$ cat src/rtl/int64dm_pkg.sv
// package: shared types and constants for the 64-bit signed/unsigned divider
package int64dm_pkg;

    // default operand width and fixed field width on the ports
    localparam int DATA_WIDTH = 64;
    localparam int FIELD_W    = 64;

    // division modes
    localparam logic OP_UNSIGNED = 1'b0;
    localparam logic OP_SIGNED   = 1'b1;

    // command beat
    typedef struct packed {
        logic               op;
        logic [FIELD_W-1:0] dividend;
        logic [FIELD_W-1:0] divisor;
    } t_div_cmd;

    // result beat
    typedef struct packed {
        logic [FIELD_W-1:0] quotient;
        logic [FIELD_W-1:0] remainder;
        logic               div_by_zero;
    } t_div_rsp;

    // control that travels with each beat down the cell row
    typedef struct packed {
        logic valid;
        logic q_neg;
        logic r_neg;
        logic dz;
    } t_ctl;

endpackage

$ cat src/rtl/int64dm_cell.sv
// module: one restoring divide step, registered, one cell of the row
module int64dm_cell #(
    parameter int DATA_WIDTH = int64dm_pkg::DATA_WIDTH
) (
    input  logic                      i_clk,
    input  logic                      i_rst_n,
    input  int64dm_pkg::t_ctl         i_ctl,
    input  logic [DATA_WIDTH-1:0]     i_rem,
    input  logic [DATA_WIDTH-1:0]     i_quo,
    input  logic [DATA_WIDTH-1:0]     i_dvs,
    output int64dm_pkg::t_ctl         o_ctl,
    output logic [DATA_WIDTH-1:0]     o_rem,
    output logic [DATA_WIDTH-1:0]     o_quo,
    output logic [DATA_WIDTH-1:0]     o_dvs
);

    logic [DATA_WIDTH:0]   w_diff;
    logic                  w_fits;

    int64dm_pkg::t_ctl     r_ctl;
    logic [DATA_WIDTH-1:0] r_rem;
    logic [DATA_WIDTH-1:0] n_rem;
    logic [DATA_WIDTH-1:0] r_quo;
    logic [DATA_WIDTH-1:0] n_quo;
    logic [DATA_WIDTH-1:0] r_dvs;

    // shift in next dividend bit, trial subtract, shift in quotient bit
    always_comb begin
        w_diff = {i_rem, i_quo[DATA_WIDTH-1]} - {1'b0, i_dvs};
        w_fits = !w_diff[DATA_WIDTH];
        n_rem  = w_fits ? w_diff[DATA_WIDTH-1:0]
                        : {i_rem[DATA_WIDTH-2:0], i_quo[DATA_WIDTH-1]};
        n_quo  = {i_quo[DATA_WIDTH-2:0], w_fits};
    end

    // control register
    always_ff @(posedge i_clk) begin
        if (!i_rst_n) begin
            r_ctl <= '0;
        end else begin
            r_ctl <= i_ctl;
        end
    end

    // data registers
    always_ff @(posedge i_clk) begin
        r_rem <= n_rem;
        r_quo <= n_quo;
        r_dvs <= i_dvs;
    end

    assign o_ctl = r_ctl;
    assign o_rem = r_rem;
    assign o_quo = r_quo;
    assign o_dvs = r_dvs;

endmodule

$ cat config.mk
export PLATFORM = sky130hd
export DESIGN_NAME = int64dm_cell
export DESIGN_NICKNAME = d
export VERILOG_FILES = /design/src/rtl/int64dm_pkg.sv /design/src/rtl/int64dm_cell.sv
export SDC_FILE = /design/constraint.sdc
export NUM_CORES = 1
export LEC_CHECK = 0
export ABC_CLOCK_PERIOD_IN_PS = 6330
export BUFFER_PORTS_ARGS = -buffer_cell sky130_fd_sc_hd__buf_2
export CAP_MARGIN = 20
export CORE_AREA = 2 2 153 155
export CTS_BUF_LIST = sky130_fd_sc_hd__clkbuf_4 sky130_fd_sc_hd__clkbuf_8 sky130_fd_sc_hd__clkbuf_16
export CTS_CLUSTER_DIAMETER = 40
export DETAILED_ROUTE_END_ITERATION = 10
export DIE_AREA = 0 0 155 157
export PLACE_DENSITY = 0.8
export SLEW_MARGIN = 30
export SYNTH_ARGS = -nofsm -noshare
export SYNTH_HDL_FRONTEND = slang
export SYNTH_SLANG_ARGS = --single-unit
$ cat constraint.sdc
create_clock -name i_clk -period 6.33 [get_ports i_clk]
set_input_delay 1.266 -clock i_clk [delete_from_list [all_inputs] [get_ports i_clk]]
set_output_delay 1.266 -clock i_clk [all_outputs]
set_load 0.05 [all_outputs]
Yosys cells after proc, flatten, opt, wreduce, memory -nomap -nowiden
Cells that the tools add are included.
{ "op_classes": {"div_mod_pow": 0, "n_bitwise": 0, "n_addsub": 1, "n_reduce_logical": 1, "mul": 0, "n_eq_ne": 0, "n_mux": 1, "shift": 0, "magnitude_cmp": 0} }
{ "ops": {"columns": ["cell", "n"], "rows": [
  ["$sub 65x64->65", 1],
  ["$mux 64", 1],
  ["$logic_not 1->1", 1]
]} }
{ "word_totals": {"mem_count": 0, "wordCells": 10, "in_bits": 198, "regBits": 196, "latchBits": 0, "mem_bits_rw": 0, "out_inout_bits": 196, "mem_bits_ro": 0} }

Longest topological paths before layout
{ "depth": {"ltp_word": 2, "mapped_depth": 17} }

Worst setup path after synthesis
Ideal clock, no wire load.
{ "synth_path": {"path_kind": "input -> register", "start": "input i_dvs[7]", "end": "register r_rem[57], in the netlist o_rem[57]", "t_arrival_ns": 4.008, "n_path_buf": 5, "path_stages": 17, "slack_ns": 2.201, "setup_ns": 0.121, "required_time_ns": 6.209, "cell_sequence": "inv_1 -> ha_1 -> buf_2 -> a21oi_2 -> nor2_1 -> o41ai_4 -> o22ai_2 -> o21ai_2 -> a211oi_2 -> or3_1 -> buf_6 -> and3_1 -> buf_6 -> inv_4 -> buf_6 -> buf_8 -> mux2_4"} }
{ "synth_via": {"elab_chain_len": 2} }
{ "synth_lines": {"columns": ["item", "line_no", "text"], "rows": [
  ["start, declared", "int64dm_cell.sv:10", "input logic [DATA_WIDTH-1:0] i_dvs,"],
  ["$sub 65x64->65", "int64dm_cell.sv:29", "w_diff = {i_rem, i_quo[DATA_WIDTH-1]} - {1'b0, i_dvs};"],
  ["$mux 64", "int64dm_cell.sv:31", "n_rem = w_fits ? w_diff[DATA_WIDTH-1:0]"],
  ["named net n_rem[57]", "int64dm_cell.sv:22", "logic [DATA_WIDTH-1:0] n_rem;"],
  ["end signal, assigned", "int64dm_cell.sv:47", "r_rem <= n_rem;"],
  ["end, declared", "int64dm_cell.sv:21", "logic [DATA_WIDTH-1:0] r_rem;"]
]} }
The timed path passes the listed nets, and every way through them passes these cells.
A chain may end at the register's enable or synchronous reset.

Worst setup path in the final report
{ "layout_path": {"start": "input i_dvs[27]", "end": "register r_rem[53], in the netlist o_rem[53]"} }
The elaborated chain is that of the path after synthesis.

==> summary.txt <==
Cells and area
  – Most frequent cells in the layout: buf_2 (393), dfxtp_1 (196), inv_1 (87)
  – Finished Cell Area: 11900 um2
  – Non-Filler Instances: 1639
  – Layout cells sized above 1: 36.9%
  – Post-layout nets: 1602
  – Commonest non-fill, non-tap cell in the layout: buf_2
  – Area Growth Syn to Fin: 30.5%

Floorplan
  – Die ar.: 24300 um2
  – Floorplan row count: 55
  – DIE HEIGHT: 157 um
  – Core region area: 22500 um2
  – Die Wd: 155 um
  – IO Count: 394
  – Initial Utilization: 40.6%

Logic synthesis
  – Number of flops mapped to enable cells by yosys: 0
  – Synthesized area: 9140 um2
  – Synth top area share: 42.9%
  – Mapped Nets: 1225
  – Synth Area in Compound Gates: 17.2%
  – Simple-Gate Fraction of Synth Area: 12.8%
  – Adder-Cell Fraction of Synth Area: 8.98%
  – Largest family of logic cells by synthesized area: compound AO/OA/AOI/OAI gates
  – Cell accounting for the most synthesized area: dfxtp_1
  – Top_reg_cell synth: dfxtp_1
  – Multiplexer share of the synthesized area: 7.19%
  – Sequential-to-total area share from yosys stat: 42.9%
  – Netlist cell types: 75
  – Avg Cell Area, Syn: 9.50 um2
  – Syn Inst Count: 962
  – Area contributors post-synth: dfxtp_1 (43%), ha_1 (8.8%), mux2_2 (6.0%), a21oi_1 (4.2%), inv_1 (3.6%)
  – Synth async-reset ratio: 0%
  – Post-Synth XOR/XNOR Area: 5.18%
  – Seq cells post-synth: 196
  – Synth warn: 0

Timing
  – Period utilization: 74.2%
  – WHS: 0.911 ns
  – Worst Max-Slew Pin Slew: 0.896 ns
  – Relative slew slack: 39.7%
  – Min Tclk post-route: 4.70 ns
  – Final Max Slew Viols: 0
  – Fin. Hold Viols: 0
  – Maximum clock rate: 0.213 GHz
  – Unrepaired setup endpoints after global routing: false
  – Endpoints failing setup: 0
  – Setup TNS: 0 ns

Worst setup path
  – Max Fanout on Critical Path: 59
  – WP data required: 6.66 ns
  – Crit path launch type: primary input
  – Critical Path AT: 5.03 ns
  – CP Capture Type: register
  – WS Path Type: in2reg

Clock tree
  – Clock root buffer: clkbuf_16
  – Total number of H-tree levels: 4
  – Cells resized by post-CTS repair: 0
  – CTS buffer count: 17
  – Clk buf depth: 2
  – Post-CTS Setup Bufs: 0
  – CTS tree: built
  – CTS clk-pin slew, worst paths: 0.09 ns
  – Clock sink count: 196
  – Hold Buf Count CTS: 0

Detailed routing
  – WL/cell: 16.9 um
  – Post-detailed-route count of antenna-violating nets: 0
  – Pre-antenna DRT Iters: 5
  – # DRC: 0
  – Starting DRT DRC Count: 520
  – DR vias/cell: 5.15
  – Final wirelength: 27.8 mm
  – Via count: 8437

Placement
  – Placed inst area: 11300 um2
  – Placed Instances: 1605
  – Routability-driven placement congestion ratio: 0.878
  – Hpwl dp: 22.6 mm
  – PortBufs: 393

Power and ir drop
  – Part of the power in registers: 36.0%
  – Clock Power Share: 29.5%
  – Psw: 1.59 mW
  – Static leakage: 6.00 nW
  – Worst VDD drop: 0.000178 V
  – Combinational power share: 34.5%
  – Internal: 2.35 mW
  – Switch share: 40.4%
  – Pwr Density: 330 nW/um2
  – Total Power: 3.94 mW

Global route
  – Overall Global Routing Usage: 22.0%
  – Remaining global-route overflow: 0
  – First-pass GRT wire length: 42.2 mm
  – Initial antenna violation count: 5
  – Largest net degree at the start of global routing: 60
  – Vias in the first global route: 8249

Min path
  – WHS Path Cells: 1
  – Hold Crit Class: in2reg
  – Sink of the worst hold path: o_quo[29]
  – Hold path start: i_quo[28]

Flow run
  – Max-cap violations: 0

Run status
  – Outcome: completed
-- synth_stat cells, types with 3 or more instances --
| cell | n |
|---|---|
| a211o_1 | 4 |
| a211oi_1 | 6 |
| a21boi_0 | 3 |
| a21o_1 | 31 |
| a21oi_1 | 77 |
| a31o_2 | 5 |
| a31oi_1 | 10 |
| and2_1 | 7 |
| and3_1 | 11 |
| and4_1 | 5 |
| buf_2 | 6 |
| buf_4 | 4 |
| buf_6 | 3 |
| clkbuf_1 | 19 |
| dfxtp_1 | 196 |
| ha_1 | 64 |
| inv_1 | 87 |
| mux2_2 | 49 |
| mux2i_1 | 9 |
| nand2_1 | 66 |
| nand2b_1 | 8 |
| nand3_1 | 11 |
| nand4_1 | 20 |
| nor2_1 | 47 |
| nor2b_1 | 13 |
| nor3_1 | 13 |
| nor4_1 | 4 |
| o211ai_1 | 5 |
| o21a_1 | 9 |
| o21ai_0 | 40 |
| o21bai_1 | 14 |
| o31ai_1 | 6 |
| or2_2 | 4 |
| or3_1 | 4 |
| xnor2_1 | 32 |
| xor2_1 | 22 |
-- power groups by stage --
| stage | clock network (mW) | logic (mW) | registers, mW |
|---|---|---|---|
| final | 1.16 | 1.36 | 1.42 |
| after CTS | 1.19 | 1.36 | 1.42 |
| after floorplan | 0 | 0.496 | 1.97 |
| after detailed placement | 0 | 1.36 | 1.45 |
| after global placement | 0 | 1.34 | 1.44 |
| after global routing | 1.23 | 1.44 | 1.43 |
-- critical path, cell delays in order --
cell	delay, ns
buf_2	0.09
inv_1	0.04
ha_1	0.48
nand4_2	0.19
nor4b_4	0.36
nand4_1	0.15
o22ai_2	0.24
o21ai_2	0.13
a211oi_2	0.29
o211ai_1	0.26
and3_1	0.38
inv_4	0.60
mux2_2	0.42
-- final cells by class --
class                   count  area, um2
diodes                      2       5.00
clock buffers              17        425
clock inverters            15        224
fillers                  2080      10600
inverters                  88        333
multi-input cells         643       4690
flip-flops and latches    196       3920
well taps                 285        357
repair buffers            393       1970
-- state kept, by name, indices dropped and copies added (netlist names) --
| register | cells |
|---|---|
| o_rem | 64 |
| o_quo | 64 |
| o_dvs | 64 |
| o_ctl | 4 |
-- worst max-delay path by stage --
stage               from        end  slack, ns  depth (start not counted)
6_report       i_dvs[27]  o_rem[53]       1.63                         13
5_1_grt        i_rem[18]  o_rem[23]       1.40                         12
3_5_place_dp   i_dvs[27]  o_rem[53]       1.23                         13
2_1_floorplan   i_dvs[7]  o_rem[57]       2.20                         17
4_1_cts        i_dvs[27]  o_rem[23]       1.69                         13
3_3_place_gp   i_dvs[27]  o_rem[23]       1.37                         13
-- kinds of logic (layout without fill, tap and decap cells) --
family | Yosys count | in the layout
xor+xnor | 54 | 54
simple gates | 226 | 226
buf+inv | 123 | 513
other cells | 0 | 2
fa+ha+maj | 65 | 65
mux | 59 | 59
compound gates | 239 | 239
flops | 196 | 196
-- per-stage QoR --
stage / setup WS (ns) / util [%]
floorplan: 2.20 / -
global placement: 1.37 / 50.1
detailed placement: 1.23 / 50.1
CTS: 1.69 / 53.0
global route: 1.40 / 53.0
finish: 1.63 / 53.0
-- per-layer routing --
metal	global-route usage (%)	routed length, um	share of wire, %
met1	23.8	10800	39
met3	4.96	1840	6.6
met4	9.35	847	3.0
met2	41.2	14200	51
met5	0	36	0.13
No activity file was read; power rests on OpenSTA's default activity.
