==> src/rtl/int64dm_pkg.sv <==
// package: shared types and constants for the 64-bit signed/unsigned divider
package int64dm_pkg;

    // default operand width and fixed field width on the ports
    localparam int DATA_WIDTH = 64;
    localparam int FIELD_W    = 64;

    // division modes
    localparam logic OP_UNSIGNED = 1'b0;
    localparam logic OP_SIGNED   = 1'b1;

    // command beat
    typedef struct packed {
        logic               op;
        logic [FIELD_W-1:0] dividend;
        logic [FIELD_W-1:0] divisor;
    } t_div_cmd;

    // result beat
    typedef struct packed {
        logic [FIELD_W-1:0] quotient;
        logic [FIELD_W-1:0] remainder;
        logic               div_by_zero;
    } t_div_rsp;

    // control that travels with each beat down the cell row
    typedef struct packed {
        logic valid;
        logic q_neg;
        logic r_neg;
        logic dz;
    } t_ctl;

endpackage

==> src/rtl/int64dm_prep.sv <==
// module: operand masking, zero-divisor detect and absolute values
module int64dm_prep #(
    parameter int DATA_WIDTH = int64dm_pkg::DATA_WIDTH
) (
    input  logic                      i_clk,
    input  logic                      i_rst_n,
    input  logic                      i_take,
    input  int64dm_pkg::t_div_cmd     i_cmd,
    output int64dm_pkg::t_ctl         o_ctl,
    output logic [DATA_WIDTH-1:0]     o_quo,
    output logic [DATA_WIDTH-1:0]     o_dvs
);

    logic [DATA_WIDTH-1:0] w_n;
    logic [DATA_WIDTH-1:0] w_d;
    logic                  w_dz;
    logic                  w_nneg;
    logic                  w_dneg;

    int64dm_pkg::t_ctl     r_ctl;
    int64dm_pkg::t_ctl     n_ctl;
    logic [DATA_WIDTH-1:0] r_quo;
    logic [DATA_WIDTH-1:0] n_quo;
    logic [DATA_WIDTH-1:0] r_dvs;
    logic [DATA_WIDTH-1:0] n_dvs;

    // signs and magnitudes; a zero divisor keeps the dividend unsigned
    always_comb begin
        w_n    = i_cmd.dividend[DATA_WIDTH-1:0];
        w_d    = i_cmd.divisor[DATA_WIDTH-1:0];
        w_dz   = (w_d == '0);
        w_nneg = (i_cmd.op == int64dm_pkg::OP_SIGNED) && w_n[DATA_WIDTH-1] && !w_dz;
        w_dneg = (i_cmd.op == int64dm_pkg::OP_SIGNED) && w_d[DATA_WIDTH-1];
        n_ctl.valid = i_take;
        n_ctl.q_neg = w_nneg ^ w_dneg;
        n_ctl.r_neg = w_nneg;
        n_ctl.dz    = w_dz;
        n_quo = w_nneg ? (~w_n + 1'b1) : w_n;
        n_dvs = w_dneg ? (~w_d + 1'b1) : w_d;
    end

    // control register
    always_ff @(posedge i_clk) begin
        if (!i_rst_n) begin
            r_ctl <= '0;
        end else begin
            r_ctl <= n_ctl;
        end
    end

    // operand registers
    always_ff @(posedge i_clk) begin
        r_quo <= n_quo;
        r_dvs <= n_dvs;
    end

    assign o_ctl = r_ctl;
    assign o_quo = r_quo;
    assign o_dvs = r_dvs;

endmodule

==> config.mk <==
export PLATFORM = sky130hd
export DESIGN_NAME = int64dm_prep
export DESIGN_NICKNAME = d
export VERILOG_FILES = /design/src/rtl/int64dm_pkg.sv /design/src/rtl/int64dm_prep.sv
export SDC_FILE = /design/constraint.sdc
export NUM_CORES = 1
export LEC_CHECK = 0
export BUFFER_PORTS_ARGS = -buffer_cell sky130_fd_sc_hd__buf_2
export CAP_MARGIN = 20
export CORE_AREA = 8 8 126 128
export DETAILED_ROUTE_END_ITERATION = 10
export DIE_AREA = 0 0 134 136
export GPL_TIMING_DRIVEN = 0
export PLACE_DENSITY = 0.76
export SYNTH_ARGS = -nofsm -noshare
export SYNTH_HDL_FRONTEND = slang
export SYNTH_SLANG_ARGS = --single-unit
export TNS_END_PERCENT = 5
==> constraint.sdc <==
create_clock -name i_clk -period 3.2 [get_ports i_clk]
set_input_delay 0.16 -clock i_clk [delete_from_list [all_inputs] [get_ports i_clk]]
set_output_delay 0.16 -clock i_clk [all_outputs]
set_load 0.1 [all_outputs]
-- Yosys cells after proc, flatten, opt, wreduce, memory -nomap -nowiden
Cells that the tools add are included.
- bits in registers: 132
- bits of input ports: 132
- output and inout bits: 132
- logic and storage cells: 18
- add/subtract/negate cells: 2
- multiplexer cells: 2
- bitwise logic cells: 3
- reductions and logical operators: 5
- operator list (kind ; number):
    64-bit by 1-bit adder with 64-bit output (second input constant) ; 2
    64-bit 2-to-1 mux ; 2
    64-bit inverter ; 2
    64-bit logical NOT ; 1
    1-bit logical AND ; 3
    1-bit logical NOT ; 1
    1-bit XOR ; 1

-- Depth between registers and ports, before layout
Gate-level depths: netlist (run 1).
- depth in word-level cells: 4
- depth in mapped cells: 10
- depth with buffers taken out: 8

-- Worst setup path before layout (run 1)
Ideal clock, no wire load.
- kind: input to register
- from: input i_cmd[14] in the netlist's numbering
- to: register r_dvs[57] (netlist: o_dvs[57])
- library setup time: 124 ps
- data arrival time: 2347 ps
- data required time: 3076 ps
- slack: 730 ps
- stages: 6
- buffers on the path: 0
- path through: or4_4 or4_4 or4_4 nor4_1 a21oi_1 xor2_1
- cells in the longest elaborated chain, start to end: 3
- ends and longest elaborated chain (what ; line ; source):
    from (decl) ; int64dm_prep.sv:8 ; input int64dm_pkg::t_div_cmd i_cmd,
    64-bit inverter ; int64dm_prep.sv:39 ; n_dvs = w_dneg ? (~w_d + 1'b1) : w_d;
    64-bit by 1-bit adder with 64-bit output ; int64dm_prep.sv:39 ;
    64-bit 2-to-1 mux ; int64dm_prep.sv:39 ;
    via n_dvs[57] ; int64dm_prep.sv:25 ; logic [DATA_WIDTH-1:0] n_dvs;
    to (signal assigned) ; int64dm_prep.sv:54 ; r_dvs <= n_dvs;
    to (decl) ; int64dm_prep.sv:24 ; logic [DATA_WIDTH-1:0] r_dvs;
The timed path passes the listed nets, and every way through them passes these cells.
A chain may end at the register's enable or synchronous reset.

-- Worst setup path in the final report (run 1)
- from: input i_cmd[12] in the netlist's numbering
- to: register r_dvs[57] (netlist: o_dvs[57])
The elaborated chain is that of the path after synthesis.

==> results.cfg, run 1 <==
[place]
place_hpwl_mm = 14.6
place_ws_ns = -0.0700
port_buffers = 263
place_congestion = 0.881

[synthesis]
synthArstFlopShare = 0
synthCells = 549
netlist_top_cells_count = 132 x dfxtp_1, 78 x xnor2_1, 47 x nor2_1
yosysSeqAreaShare = 0.490
synth_top_cell_area_share = 0.490
syn_area_um2 = 5390
synth_area_leaders = dfxtp_1 49%, xnor2_1 13%, xor2_1 7.1%
synth_ff_type = dfxtp_1
synth_cell_type_count = 39
yosys.cell_count.top_type = dfxtp_1
yosysWarnings = 0
syn-num-nets = 683
synth_largest_area_cell = dfxtp_1
yosys_register_bits = 132
syn_avg_cell_area_um2 = 9.82
synth_edf_count = 0

[grt]
grt_pass1_vias = 6152
grt_overflow = 0
grt_antenna_before_repair = 0
grt_max_degree = 17
grt_pass1_wl_mm = 32.9
grt_usage = 0.229

[route]
vias = 5837
wirelength_mm = 21.4
firstDrtPassIters = 5
first_iter_violations = 268
post_drt_wl_per_cell_um = 18.7
vias_per_cell = 5.10
drc = 0
ant_nets = 0

[critical_path]
cp_slowest_cell = or4_4
path_buf_inv = 2
cp_data_required_time_ns = 3.49
crit_chain = dlygate4sd3_1, buf_2, or4_4, or4_4, or4_4, nor4_1, a21oi_1, xor2_1
crit_path_end_kind = register
arrival_ns = 3.39
crit_fanout = 6
start_kind = primary input
cp.depth = 8
cpPeakStageDelay_ns = 0.61
critical_path_class = in -> reg
crit_family = simple AND/OR/NAND/NOR gates
cpMostUsedCell = or4_4

[power_and_ir_drop]
p_leak_nw = 3.77
p_clk_frac = 0.344
p_int_w = 0.00351
power_density_nw_per_um2 = 670
p_comb_frac = 0.337
p_seq_frac = 0.319
ir_drop_uv = 340
power_switching_w = 0.00233
swShare = 0.400

[clocking]
clk_pin_slew_ns = 0.06
cts_buffers = 17
cts_max_level = 4
root_buffer = clkbuf_16
cts.sink_count = 132
post-cts-setup-buffers = 0
ctsLongestPathBuffers = 2
cts_tree = yes

[final_layout]
multi_input_area_um2 = 2680
synthToLayoutAreaGrowth_pct = 61.6
fillerInstances = 1070
num-nets-final = 1080
final-seq-area_um2 = 2640
drive_above_1_share = 0.328

[run_status]
status = completed

[timing]
drv_slew = 0
setup_viol = 0
rsz0062_at_grt = false
max_slew.worst_pin.slew_ns = 0.861
slew_headroom = 0.421
finalHoldViolations = 0
period_share = 0.968
fin_ws_ns = 0.102
min_period_ns = 3.10
hold-worst-slack_ns = 0.00990
finalSetupTns_ns = 0
clock.fmax_mhz = 323

[floorplan]
fp-row-count = 44
die_x_um = 134
start_util = 0.384
dieArea_um2 = 18200
fp.coreArea_um2 = 14000
io_pins = 264
die_height_um = 136

[hold_path]
whs_path_depth = 2
hp-class = in -> reg

[flow_run]
cap_viol_max_count = 0
## per-stage QoR
step | area, µm² | total power [W] | util | instances
3_5_place_dp | 6940 | 0.00373 | 0.494 | 996
4_1_cts | 8690 | 0.00584 | 0.619 | 1141
5_1_grt | 8710 | 0.00601 | 0.620 | 1142
6_report | 8710 | 0.00584 | 0.621 | 1144
2_1_floorplan | 5390 | 0.00335 | - | 549
3_3_place_gp | 6940 | 0.00372 | 0.494 | 996
## repair_timing
item	in CTS	in global routing
gates resized for setup	0	2
hold buffers	114	0
endpoints found under the setup margin	0	4
endpoints found under the hold margin	114	0
## sequential cells by signal, summed over array words and instances, names as in the netlist
name and flops:
o_quo 64, o_ctl 4, o_dvs 64
## routing by layer
layer / global-route usage / vias to the layer above / wire length [µm]
met5: 0 / - / 0
met4: 0.0998 / 0 / 611
met3: 0.0998 / 48 / 2370
met2: 0.409 / 322 / 10600
met1: 0.229 / 2716 / 7810
li1: - / 2751 / -
## layout by cell type, fill, tap and decap left out, types with 14 or more instances in the layout
| cell type | n |
|---|---|
| nand2_1 | 26 |
| buf_2 | 267 |
| o31ai_1 | 22 |
| a21oi_1 | 28 |
| nor4_1 | 15 |
| xnor2_1 | 78 |
| dfxtp_1 | 132 |
| o21ai_0 | 31 |
| nor2_1 | 47 |
| or3_1 | 14 |
| dlygate4sd3_1 | 114 |
| xor2_1 | 44 |
| clkbuf_16 | 17 |
| or4_1 | 14 |
## worst paths after layout
| kind | start | end | slack [ns] |
|---|---|---|---|
| max | i_cmd[12] | o_dvs[57]$_DFF_P_ | 0.10 |
| min | i_cmd[128] | o_dvs[63]$_DFF_P_ | 0.01 |
## power groups by stage
stage	sequential, W	clock [W]	combinational [W]
after floorplan	0.00314	0	0.000212
after global placement	0.00189	0	0.00183
after detailed placement	0.00189	0	0.00184
after CTS	0.00186	0.00203	0.00195
after global routing	0.00187	0.00210	0.00203
final	0.00186	0.00201	0.00197
## cell families (layout without fill, tap and decap cells)
logic type      count (synthesis)  in the layout  share of synthesized area
simple gates                  167            167                      0.166
flops                         132            132                      0.490
fa+ha+maj                       2              2                    0.00464
xor+xnor                      122            122                      0.198
compound gates                106            106                      0.126
other cells                     0              2                          0
buf+inv                        20            429                     0.0149
## layout make-up
class / count / share of cell area
Clock inverter: 8 / 0.0142
Tap cell: 184 / 0.0264
Sequential cell: 132 / 0.303
Timing Repair Buffer: 378 / 0.283
Buffer: 13 / 0.00617
Clock buffer: 23 / 0.0560
Inverter: 7 / 0.00302
Multi-Input combinational cell: 397 / 0.307
Antenna cell: 2 / 0.000574
Power figures use the tool's default switching activity.
==> run 2, diff against run 1 <==
- GPL_ROUTABILITY_DRIVEN: not set -> 0
- clock period: 3.2 -> 3.8 ns (I/O delays scaled with it)
==> run 2 against run 1 <==
Compared with the run above: design area is 5.3% lower; sequential cell count unchanged; final cell count shrank 3.9%; via count down 5.0%; sequential share of layout area is 1.7 points higher; count of clock-buffer cells in the layout unchanged; largest cell class unchanged; largest power group unchanged; first-iteration DRC count decreased by 13%; critical path depth grew 2; worst setup slack improved by 0.35 ns.
==> results.cfg, run 2 (synthesis results as in run 1) <==
[power_and_ir_drop]
ir_drop_uv = 281
p_clk_frac = 0.347
swShare = 0.400
p_leak_nw = 3.58
power_density_nw_per_um2 = 590
power_switching_w = 0.00195
p_comb_frac = 0.331
p_int_w = 0.00292
p_seq_frac = 0.322

[timing]
period_share = 0.882
slew_headroom = 0.399
setup_viol = 0
max_slew.worst_pin.slew_ns = 0.893
finalHoldViolations = 0
clock.fmax_mhz = 298
min_period_ns = 3.35
rsz0062_at_grt = false
drv_slew = 0
finalSetupTns_ns = 0

[hold_path]
min-delay-start = i_cmd[10]
whs_path_depth = 2
hp-class = in -> reg
whs_endpoint = o_dvs[10]$_DFF_P_

[final_layout]
layout_commonest_cell = buf_2
fillerInstances = 1147
fin_area_um2 = 8250
synthToLayoutAreaGrowth_pct = 53.1
drive_above_1_share = 0.342
num-nets-final = 1035
most-common-layout-cells = 267 x buf_2, 132 x dfxtp_1, 78 x xnor2_1, 69 x dlygate4sd3_1, 47 x nor2_1

[critical_path]
cp_slowest_cell = nor3_1
cpMostUsedCell = buf_2
crit_path_end_kind = register
critical_path_class = in -> reg
start_kind = primary input
crit_start = i_cmd[8]
crit_chain = dlygate4sd3_1, buf_2, nor4_1, nand4b_1, nor3_1, a31o_2, buf_2, buf_2, nor2_1, xor2_1
crit_fanout = 10
arrival_ns = 3.63
cpPeakStageDelay_ns = 0.61
cp_data_required_time_ns = 4.08

[run_status]
status = completed

[clocking]
ctsLongestPathBuffers = 2
cts_buffers = 17
cts_tree = yes
cts_max_level = 4
root_buffer = clkbuf_16
cts.sink_count = 132
clk_pin_slew_ns = 0.06

[grt]
grt_usage = 0.211
grt_antenna_before_repair = 2
grt_pass1_wl_mm = 30.1
grt_overflow = 0
grt_max_degree = 17
grt_pass1_vias = 5748

[route]
drc = 0
vias_per_cell = 5.05
first_iter_violations = 234
wirelength_mm = 19.7
post_drt_wl_per_cell_um = 17.9
vias = 5546
ant_nets = 0
firstDrtPassIters = 4

[flow_run]
cap_viol_max_count = 0

[floorplan]
die_height_um = 136
dieArea_um2 = 18200
start_util = 0.384
fp-row-count = 44
fp.coreArea_um2 = 14000
die_x_um = 134
io_pins = 264

[place]
place_area_um2 = 6940
place_hpwl_mm = 14.6
port_buffers = 263
-- run 2: changes by cell type in the layout (fill, tap and decap cells not counted) --
cell	before	now
dlygate4sd3_1	114	69
nor3_1	10	12
nor3_2	2	0
-- run 2: final cells by class --
| class | count | area, µm² | area share |
|---|---|---|---|
| diodes | 2 | 5.00 | 0.000606 |
| clock buffers | 23 | 488 | 0.0591 |
| clock inverters | 8 | 124 | 0.0150 |
| repair buffers | 333 | 2010 | 0.244 |
| multi-input cells | 397 | 2670 | 0.323 |
| inverters | 7 | 26.3 | 0.00318 |
| well taps | 184 | 230 | 0.0279 |
| plain buffers | 13 | 53.8 | 0.00652 |
| flip-flops and latches | 132 | 2640 | 0.320 |
-- run 2: critical path, delay by kind of cell --
family	cells	cell delay (ns)
buffers and inverters	4	1.23
AND/OR/NAND/NOR	4	1.78
XOR/XNOR	1	0.17
AO/OA/AOI/OAI	1	0.25
-- run 2: how the worst max path moves through the flow --
stage	endpoint	slack (ns)
floorplan	o_dvs[57]$_DFF_P_	1.30
global placement	o_quo[37]$_DFF_P_	0.52
detailed placement	o_quo[44]$_DFF_P_	0.50
CTS	o_quo[44]$_DFF_P_	0.36
global route	o_quo[26]$_DFF_P_	0.28
finish	o_quo[26]$_DFF_P_	0.45
-- run 2: repair_timing --
item,in CTS,in global routing
endpoints found under the hold margin,68,1
hold buffers,68,1
gates resized for setup,0,0
setup buffers,0,0
-- run 2: through the flow --
step | power (W) | std cells | util | setup WS, ns | hold slack (ns)
after floorplan | 0.00282 | 549 | - | 1.30 | 0.218
after global placement | 0.00313 | 996 | 0.494 | 0.517 | 0.328
after detailed placement | 0.00314 | 996 | 0.494 | 0.500 | 0.331
after CTS | 0.00488 | 1095 | 0.586 | 0.363 | 0.000299
after global routing | 0.00501 | 1097 | 0.588 | 0.283 | 0.00199
final | 0.00487 | 1099 | 0.588 | 0.449 | 0.00522
-- run 2: power by group through the flow --
stage          clock network (W)  registers [W]  logic [W]
6_report                 0.00169        0.00157    0.00161
4_1_cts                  0.00171        0.00157    0.00161
5_1_grt                  0.00177        0.00158    0.00166
3_5_place_dp                   0        0.00159    0.00155
3_3_place_gp                   0        0.00159    0.00154
2_1_floorplan                  0        0.00264   0.000178
-- run 2: layer usage --
metal	share of wire	global-route usage	up-vias
li1	-	-	2648
met1	0.37	0.212	2566
met2	0.49	0.370	284
met3	0.12	0.0998	44
met4	0.024	0.0855	4
met5	0.0011	0	-
