`config.mk`:
```
export PLATFORM = sky130hd
export DESIGN_NAME = int64dm_post
export DESIGN_NICKNAME = d
export VERILOG_FILES = /design/src/rtl/int64dm_pkg.sv /design/src/rtl/int64dm_post.sv
export SDC_FILE = /design/constraint.sdc
export NUM_CORES = 1
export LEC_CHECK = 0
export ABC_AREA = 1
export ABC_CLOCK_PERIOD_IN_PS = 1200
export BUFFER_PORTS_ARGS = -buffer_cell sky130_fd_sc_hd__buf_2
export CORE_MARGIN = 10
export CORE_UTILIZATION = 37
export CTS_CLUSTER_DIAMETER = 50
export DETAILED_ROUTE_END_ITERATION = 6
export PLACE_DENSITY = 0.76
export SYNTH_ARGS = -nofsm -noshare
export SYNTH_HDL_FRONTEND = slang
export SYNTH_SLANG_ARGS = --single-unit
```
`constraint.sdc`:
```
create_clock -name i_clk -period 1.2 [get_ports i_clk]
set_input_delay 0.18 -clock i_clk [delete_from_list [all_inputs] [get_ports i_clk]]
set_output_delay 0.18 -clock i_clk [all_outputs]
set_load 0.01 [all_outputs]
```
`src/rtl/int64dm_pkg.sv`:
```
// package: shared types and constants for the 64-bit signed/unsigned divider
package int64dm_pkg;

    // default operand width and fixed field width on the ports
    localparam int DATA_WIDTH = 64;
    localparam int FIELD_W    = 64;

    // division modes
    localparam logic OP_UNSIGNED = 1'b0;
    localparam logic OP_SIGNED   = 1'b1;

    // command beat
    typedef struct packed {
        logic               op;
        logic [FIELD_W-1:0] dividend;
        logic [FIELD_W-1:0] divisor;
    } t_div_cmd;

    // result beat
    typedef struct packed {
        logic [FIELD_W-1:0] quotient;
        logic [FIELD_W-1:0] remainder;
        logic               div_by_zero;
    } t_div_rsp;

    // control that travels with each beat down the cell row
    typedef struct packed {
        logic valid;
        logic q_neg;
        logic r_neg;
        logic dz;
    } t_ctl;

endpackage

```
`src/rtl/int64dm_post.sv`:
```
// module: sign fix-up of quotient and remainder, result register
module int64dm_post #(
    parameter int DATA_WIDTH = int64dm_pkg::DATA_WIDTH
) (
    input  logic                      i_clk,
    input  logic                      i_rst_n,
    input  int64dm_pkg::t_ctl         i_ctl,
    input  logic [DATA_WIDTH-1:0]     i_rem,
    input  logic [DATA_WIDTH-1:0]     i_quo,
    output logic                      o_valid,
    output int64dm_pkg::t_div_rsp     o_rsp
);

    logic                  r_valid;
    int64dm_pkg::t_div_rsp r_rsp;
    int64dm_pkg::t_div_rsp n_rsp;

    // negate where signs demand, zero-extend to the port width
    always_comb begin
        n_rsp = '0;
        n_rsp.quotient[DATA_WIDTH-1:0]  = i_ctl.q_neg ? (~i_quo + 1'b1) : i_quo;
        n_rsp.remainder[DATA_WIDTH-1:0] = i_ctl.r_neg ? (~i_rem + 1'b1) : i_rem;
        n_rsp.div_by_zero               = i_ctl.dz;
    end

    // strobe register
    always_ff @(posedge i_clk) begin
        if (!i_rst_n) begin
            r_valid <= 1'b0;
        end else begin
            r_valid <= i_ctl.valid;
        end
    end

    // result register
    always_ff @(posedge i_clk) begin
        r_rsp <= n_rsp;
    end

    assign o_valid = r_valid;
    assign o_rsp   = r_rsp;

endmodule
```
# Word level (Yosys, flattened, before mapping)
# Cells that the tools add are included.
[word_totals] reg_bits=130 latch_bits=0 ramBits=0 romBits=0 in_bits=134 output_inout_bits=130 mem_count=0
[classes] add_sub_neg=2 multipliers=0 n_div=0 magnitude_cmp=0 n_eq_ne=0 shift=0 mux=2 bitwise_logic=2 reduce_logical=0
[ops] cell="64-bit by 1-bit adder with 64-bit output, second input constant" n=2
[ops] cell="64-bit 2-to-1 mux" n=2
[ops] cell="64-bit inverter" n=2

# Depth between registers and ports, before layout
# Gate-level depths: netlist of run 1.
[depth] depth_word=3 depth_mapped=11

# Least setup slack after synthesis of run 1
# OpenSTA, ideal clock, no wires.
[synth_timing] kind="input -> register" start="input i_quo[1]" end="register r_rsp, in the netlist o_rsp[107]" setup_ns=0.117 arrival_time_ns=1.213 setup_slack_ns=-0.129 cell_stages=9 path_cell_list="inv_1 -> ha_1 -> nand3_2 -> nor2_4 -> nand3_1 -> nand2_2 -> nand2_2 -> o21bai_1 -> nand2_1"
[synth_lines] item="from (decl)" line_no="int64dm_post.sv:9" rtl="input logic [DATA_WIDTH-1:0] i_quo,"
[synth_lines] item="to (signal assigned)" line_no="int64dm_post.sv:37" rtl="r_rsp <= n_rsp;"
[synth_lines] item="to (decl)" line_no="int64dm_post.sv:15" rtl="int64dm_pkg::t_div_rsp r_rsp;"

==> results.py, run 1 <==
metrics = {
    "power": {
        "p_comb_share_pct": 21.5,
        "peakVddDrop_mv": 0.908,
        "switching_share_pct": 28.9,
        "cell_internal_pwr_w": 0.00935,
        "p_total_w": 0.0132,
        "seqPwrFrac_pct": 36.8,
        "p_clk_share_pct": 41.8,
        "p_leak_nw": 5.96,
        "power-per-cell-area_mw_per_mm2": 1140,
        "p_sw_w": 0.00381,
    },
    "worst_setup_path": {
        "path_cells": "buf_2, inv_12, ha_4, nand3_4, nor2_1, nand2_2, o21ai_4, nand2_1, xor2_1",
        "crit_family": "simple AND/OR/NAND/NOR gates",
        "crit_buf_inv": 2,
        "cp_max_fo": 6,
        "crit_type": "in2reg",
        "required_ns": 1.51,
        "cpPeakStageDelay_ns": 0.27,
        "cp-end-kind": "flip-flop",
        "crit_slowest_cell": "o21ai_4",
        "start_kind": "input pin",
        "cp.depth": 9,
        "arrival_ns": 1.47,
        "crit_end": "o_rsp[31]",
        "crit_start": "i_rem[1]",
    },
    "layout": {
        "final_common_cell": "nand2_1",
        "instances_no_fill": 1906,
        "final_util_pct": 59.9,
        "diodes": 0,
        "design_area_sq_mm": 0.0116,
        "drive_gt1_share_pct": 37.7,
        "area_growth_pct": 60.4,
        "layout_common_cells": "344 x nand2_1, 263 x buf_2, 243 x buf_4",
        "nNetsFinal": 1765,
        "fillers": 1829,
    },
    "die": {
        "dieArea_sq_mm": 0.0255,
        "coreArea_sq_mm": 0.0193,
        "initial_core_util_pct": 37.3,
        "die_h_um": 160,
        "design.portCount": 264,
        "die_w_um": 160,
        "row_count": 51,
    },
    "clocking": {
        "cts_buffers": 17,
        "cts_htree_levels": 4,
        "cts_tree": "done",
        "clk_pin_slew_worst_paths_ns": 0.07,
        "clockBufferDepth": 2,
        "clk_root_buffer_cell": "clkbuf_16",
        "cts_sinks": 130,
    },
    "synth": {
        "synth_cells": 1103,
        "synth_area_leaders": "dfxtp_1 36%, nand2_1 18%, nor2_1 10%, nand3_1 7.5%, xor2_1 6.1%",
        "avgSynthCellArea_sq_um": 6.55,
        "syn_nets": 1239,
        "yosys.area.top_type": "dfxtp_1",
        "netlist.area_leader.share_pct": 36.0,
        "synth_seq_cells": 130,
        "ys_seq_area_share_pct": 36.0,
        "syn_area_sq_mm": 0.00722,
        "synth_warnings": 0,
        "synth_cell_types": 29,
    },
    "drt": {
        "vias": 9115,
        "viasPerCell": 4.78,
        "dr_wl_met3_mm": 2.99,
        "drt_wl_total_mm": 31.6,
        "routedWlPerCell_um": 16.6,
        "antenna_left": 0,
        "wl_met2_mm": 15.3,
        "first_iter_violations": 648,
        "wl_met1_mm": 12.5,
        "dr.pass1.iters": 5,
        "top_layer_used": "met5",
        "drt_drc_violations_left": 0,
    },
    "global_routing": {
        "grt_max_degree": 32,
        "antenna_found_initial": 2,
        "grt_pass1_wl_mm": 48.1,
        "grt.total_usage_pct": 23.6,
        "grt_pass1_vias": 9146,
        "grt_overflow": 0,
    },
    "hold_path": {
        "hold_path_class": "in2reg",
    },
    "place": {
        "io_buffer_count": 263,
        "dpl_cell_area_sq_mm": 0.0107,
        "hpwl_mm": 26.4,
        "place_congestion": 0.963,
        "placedCellCount": 1859,
    },
    "timing": {
        "max_slew_margin_pct": 73.6,
        "finalSetupTns_ns": 0,
        "finalSetupViolCount": 0,
        "worst_pin_slew_ns": 0.395,
        "fin_crit_sh_pct": 97.2,
        "drv_slew": 0,
        "finalHoldViolations": 0,
        "period_minus_slack_ns": 1.17,
        "fmax_mhz": 857,
    },
    "job": {
        "maxCapViolations": 0,
    },
    "outcome": {
        "status": "completed",
    },
}
registers in the layout (all words and copies together), names as in the netlist:
| name | cells |
|---|---|
| o_rsp | 129 |
| o_valid | 1 |
routing by layer:
metal / vias to the layer above / track usage [%]
li1: 4531 / -
met1: 4080 / 27.0
met2: 438 / 40.8
met3: 62 / 7.48
met4: 4 / 7.33
met5: - / 0
power by group through the flow:
stage	clock network, W	logic [W]	registers, W
after detailed placement	0	0.00277	0.00493
after global routing	0.00579	0.00307	0.00487
after floorplan	0	0.000930	0.00514
after global placement	0	0.00274	0.00492
final	0.00550	0.00282	0.00484
after CTS	0.00556	0.00281	0.00484
layout make-up:
| type | count | area [sq um] | share of cell area [%] |
|---|---|---|---|
| Clock buffer | 19 | 453 | 3.91 |
| Clock inverter | 12 | 158 | 1.36 |
| Inverter | 111 | 437 | 3.77 |
| Multi-Input combinational cell | 849 | 4300 | 37.1 |
| Sequential cell | 130 | 2600 | 22.5 |
| Tap cell | 265 | 332 | 2.86 |
| Timing Repair Buffer | 520 | 3300 | 28.5 |
synth_stat cells:
library cell	count
nand2_2	10
xnor2_1	18
nor2_2	11
a21oi_1	6
o21bai_1	2
buf_1	2
nand3b_1	3
nand4_1	37
nand2_1	349
inv_1	108
o21ai_4	4
o21ai_2	8
clkinv_1	2
buf_4	2
xor2_1	50
nand3_1	108
dfxtp_1	130
nand3_2	6
clkbuf_1	2
o21ai_1	2
and2_1	1
ha_1	2
o21ai_0	23
buf_2	8
nor2_4	7
inv_2	1
nor2_1	193
nor2_8	1
nand2_4	7
repair_timing:
action | CTS | global route
hold buffers | 12 | 0
setup buffers | 0 | 3
endpoints found under the hold margin | 11 | 0
endpoints found under the setup margin | 0 | 26
resized for setup | 0 | 25
cells by family after synthesis:
kind of cell	count (synthesis)	synth area share, %
xor+xnor	68	8.25
fa+ha+maj	2	0.347
buf+inv	125	6.74
flops	130	36.0
compound gates	45	4.23
simple gates	733	44.4
worst min-delay path by stage:
| stage | depth (start not counted) | to | from | slack, ns |
|---|---|---|---|---|
| finish | 2 | o_rsp[7] | i_rem[6] | 0.01 |
| global route | 2 | o_rsp[7] | i_rem[6] | 0.005 |
| global placement | 1 | o_rsp[0] | i_ctl[0] | 0.28 |
| floorplan | 0 | o_rsp[0] | i_ctl[0] | 0.21 |
| CTS | 2 | o_rsp[73] | i_quo[8] | 0.002 |
| detailed placement | 1 | o_rsp[0] | i_ctl[0] | 0.29 |
through the flow:
stage | hold WS (ns) | setup slack (ns)
4_1_cts | 0.00151 | 0.0225
5_1_grt | 0.00508 | -0.00978
3_5_place_dp | 0.294 | -0.416
3_3_place_gp | 0.282 | -0.363
6_report | 0.0120 | 0.0336
2_1_floorplan | 0.208 | -0.0490
No activity file was read; power rests on OpenSTA's default activity.
==> run 2: changes to the inputs <==
--- a/config.mk
+++ b/config.mk
@@ -5,14 +5,14 @@
 export SDC_FILE = /design/constraint.sdc
 export NUM_CORES = 1
 export LEC_CHECK = 0
-export ABC_AREA = 1
+export ABC_AREA = 0
 export ABC_CLOCK_PERIOD_IN_PS = 1200
 export BUFFER_PORTS_ARGS = -buffer_cell sky130_fd_sc_hd__buf_2
 export CORE_MARGIN = 10
 export CORE_UTILIZATION = 37
 export CTS_CLUSTER_DIAMETER = 50
 export DETAILED_ROUTE_END_ITERATION = 6
-export PLACE_DENSITY = 0.76
+export PLACE_DENSITY = 0.8
 export SYNTH_ARGS = -nofsm -noshare
 export SYNTH_HDL_FRONTEND = slang
 export SYNTH_SLANG_ARGS = --single-unit
==> results.py, run 2 <==
metrics = {
    "place": {
        "post-place-ws_ns": -1.21,
        "placedCellCount": 1194,
        "hpwl_mm": 18.8,
        "io_buffer_count": 263,
        "dpl_cell_area_sq_mm": 0.00935,
        "place_congestion": 0.931,
    },
    "drt": {
        "viasPerCell": 5.87,
        "drt_wl_total_mm": 35.6,
        "first_iter_violations": 664,
        "vias": 7584,
        "drt_drc_violations_left": 0,
        "antenna_left": 0,
        "dr.pass1.iters": 5,
        "routedWlPerCell_um": 27.6,
    },
    "timing": {
        "drv_slew": 0,
        "fmax_mhz": 451,
        "setup_slack_ns": -1.02,
        "period_minus_slack_ns": 2.22,
        "rsz0062_at_grt": "yes",
        "max_slew_margin_pct": 35.9,
        "holdWs_ns": 0.0193,
        "fin_crit_sh_pct": 185,
        "finalHoldViolations": 0,
        "finalSetupViolCount": 110,
        "worst_pin_slew_ns": 0.953,
    },
    "layout": {
        "fillers": 721,
        "instances_no_fill": 1293,
        "design_area_sq_mm": 0.0119,
        "largest_reg_flops": 129,
        "seqCellArea_sq_mm": 0.00260,
        "area_growth_pct": 115,
        "drive_gt1_share_pct": 69.1,
        "final_common_cell": "buf_2",
        "nNetsFinal": 1230,
        "layout_common_cells": "241 x buf_2, 205 x buf_4, 130 x dfxtp_1",
        "multi_input_area_sq_mm": 0.00461,
    },
    "die": {
        "row_count": 44,
        "dieArea_sq_mm": 0.0202,
        "die_w_um": 142,
        "design.portCount": 264,
        "initial_core_util_pct": 37.9,
        "coreArea_sq_mm": 0.0146,
        "die_h_um": 142,
    },
    "synth": {
        "avgSynthCellArea_sq_um": 9.91,
        "synth_cells": 558,
        "ys.flop_type": "dfxtp_1",
        "synth_cell_types": 29,
        "synth_common_cells": "130 x dfxtp_1, 124 x xnor2_1, 44 x nand2_1, 40 x o31ai_1, 35 x o21ai_0",
        "syn_nets": 694,
        "yosys.area.top_type": "dfxtp_1",
        "netlist.area_leader.share_pct": 47.1,
        "synth_warnings": 0,
        "yosysMostFrequentCell": "dfxtp_1",
        "synth_area_leaders": "dfxtp_1 47%, xnor2_1 20%, o31ai_1 5.4%, or4_1 3.7%, o21ai_0 3.2%",
        "synth-edff-count": 0,
        "ys_seq_area_share_pct": 47.1,
        "syn_area_sq_mm": 0.00553,
        "synth_seq_cells": 130,
        "synth-async-reset-ratio_pct": 0,
    },
    "global_routing": {
        "antenna_found_initial": 4,
        "grt_max_degree": 39,
        "grt.total_usage_pct": 29.0,
        "grt_pass1_wl_mm": 45.5,
        "grt_overflow": 0,
        "grt_pass1_vias": 7869,
    },
    "worst_setup_path": {
        "start_kind": "input pin",
        "cp_max_fo": 3,
        "cpPeakStageDelay_ns": 0.58,
        "crit_top_cell": "or4_4",
        "path_cells": "buf_6, or4_4, or4_4, or4_4, o41ai_4, xnor2_1",
        "crit_type": "in2reg",
        "required_ns": 1.51,
        "arrival_ns": 2.52,
        "crit_slowest_cell": "or4_4",
        "cp-end-kind": "flip-flop",
    },
    "clocking": {
        "cts_sinks": 130,
        "cts_htree_levels": 4,
        "clk_root_buffer_cell": "clkbuf_16",
        "clockBufferDepth": 2,
        "clk_pin_slew_worst_paths_ns": 0.07,
        "cts_tree": "done",
        "cts_buffers": 17,
    },
    "hold_path": {
        "whs_endpoint": "o_rsp[127]",
        "hold_start": "i_quo[62]",
        "min_path_cells": 2,
        "hold_path_class": "in2reg",
    },
    "power": {
        "p_leak_nw": 5.24,
        "p_sw_w": 0.00409,
        "p_comb_share_pct": 23.1,
        "p_clk_share_pct": 40.2,
        "power-per-cell-area_mw_per_mm2": 1140,
        "cell_internal_pwr_w": 0.00946,
        "p_total_w": 0.0135,
        "peakVddDrop_mv": 0.968,
        "switching_share_pct": 30.2,
        "seqPwrFrac_pct": 36.7,
    },
    "outcome": {
        "violations": "setup timing",
        "status": "finished with violations",
    },
    "job": {
        "maxCapViolations": 0,
    },
}
## run 2: cell types whose count changed after synthesis, sizes merged, moves of 30 or more
| cell | previous run | this run |
|---|---|---|
| xor2 | 50 | 0 |
| or4 | 0 | 30 |
| o31ai | 0 | 40 |
| xnor2 | 18 | 124 |
| inv | 109 | 4 |
| nand3 | 114 | 10 |
| nand2 | 366 | 44 |
| nor2 | 212 | 15 |
## run 2: cell families after synthesis
group,synth area share [%]
adders and majority gates,0.452
and+or+nand+nor,18.5
AOI/OAI and AO/OA,12.8
DFF,47.1
xor gates and xnor gates,19.6
buffers and inverters,1.49
## run 2: layer usage
layer	wire (um)	track usage, %	vias up
met5	21	0	-
met3	3570	11.0	229
met4	3250	19.3	4
met1	11100	26.8	3612
li1	-	-	3117
met2	17700	52.0	622
## run 2: cell type report
| cell class | count | area share, % |
|---|---|---|
| antenna | 2 | 0.0421 |
| clock buffer | 19 | 3.81 |
| clock inverter | 13 | 1.23 |
| inverter | 4 | 0.316 |
| multi-input combinational | 406 | 38.8 |
| sequential | 130 | 21.9 |
| tap | 184 | 1.94 |
| timing repair buffer | 535 | 32.0 |
## run 2: repair_timing
action	4_1_cts	5_1_grt
cloned	1	0
gates resized for setup	171	92
buffers inserted	27	31
hold endpoints to repair	10	1
hold buffers	11	1
setup endpoints to repair	110	110
pin swaps	93	86
## run 2: how the worst max path moves through the flow
stage,start,endpoint,slack (ns),cells past startpoint
2_1_floorplan,i_rem[10],o_rsp[61],-1.04,5
3_3_place_gp,i_rem[0],o_rsp[61],-1.18,8
3_5_place_dp,i_rem[0],o_rsp[61],-1.21,8
4_1_cts,i_rem[9],o_rsp[45],-0.74,6
5_1_grt,i_rem[11],o_rsp[61],-0.97,6
6_report,i_rem[9],o_rsp[61],-1.02,6
## run 2: through the flow
step	utilization [%]	setup TNS (ns)
floorplan	-	-66.20
global placement	64.1	-94.44
detailed placement	64.1	-97.88
CTS	76.7	-42.01
global route	81.4	-57.57
finish	81.4	-56.39
## run 2: power by group through the flow
stage	Combinational [W]	Sequential (W)	Clock (W)
after global placement	0.00244	0.00500	0
final	0.00313	0.00497	0.00545
after detailed placement	0.00250	0.00501	0
after global routing	0.00324	0.00499	0.00566
after floorplan	0.000737	0.00524	0
after CTS	0.00277	0.00493	0.00536
## run 2: worst max-delay path: cells and delay by family
kind            cells  cell delay (ns)
compound gates      1             0.50
simple gates        3             1.61
xor+xnor            1             0.14
buf+inv             1             0.09
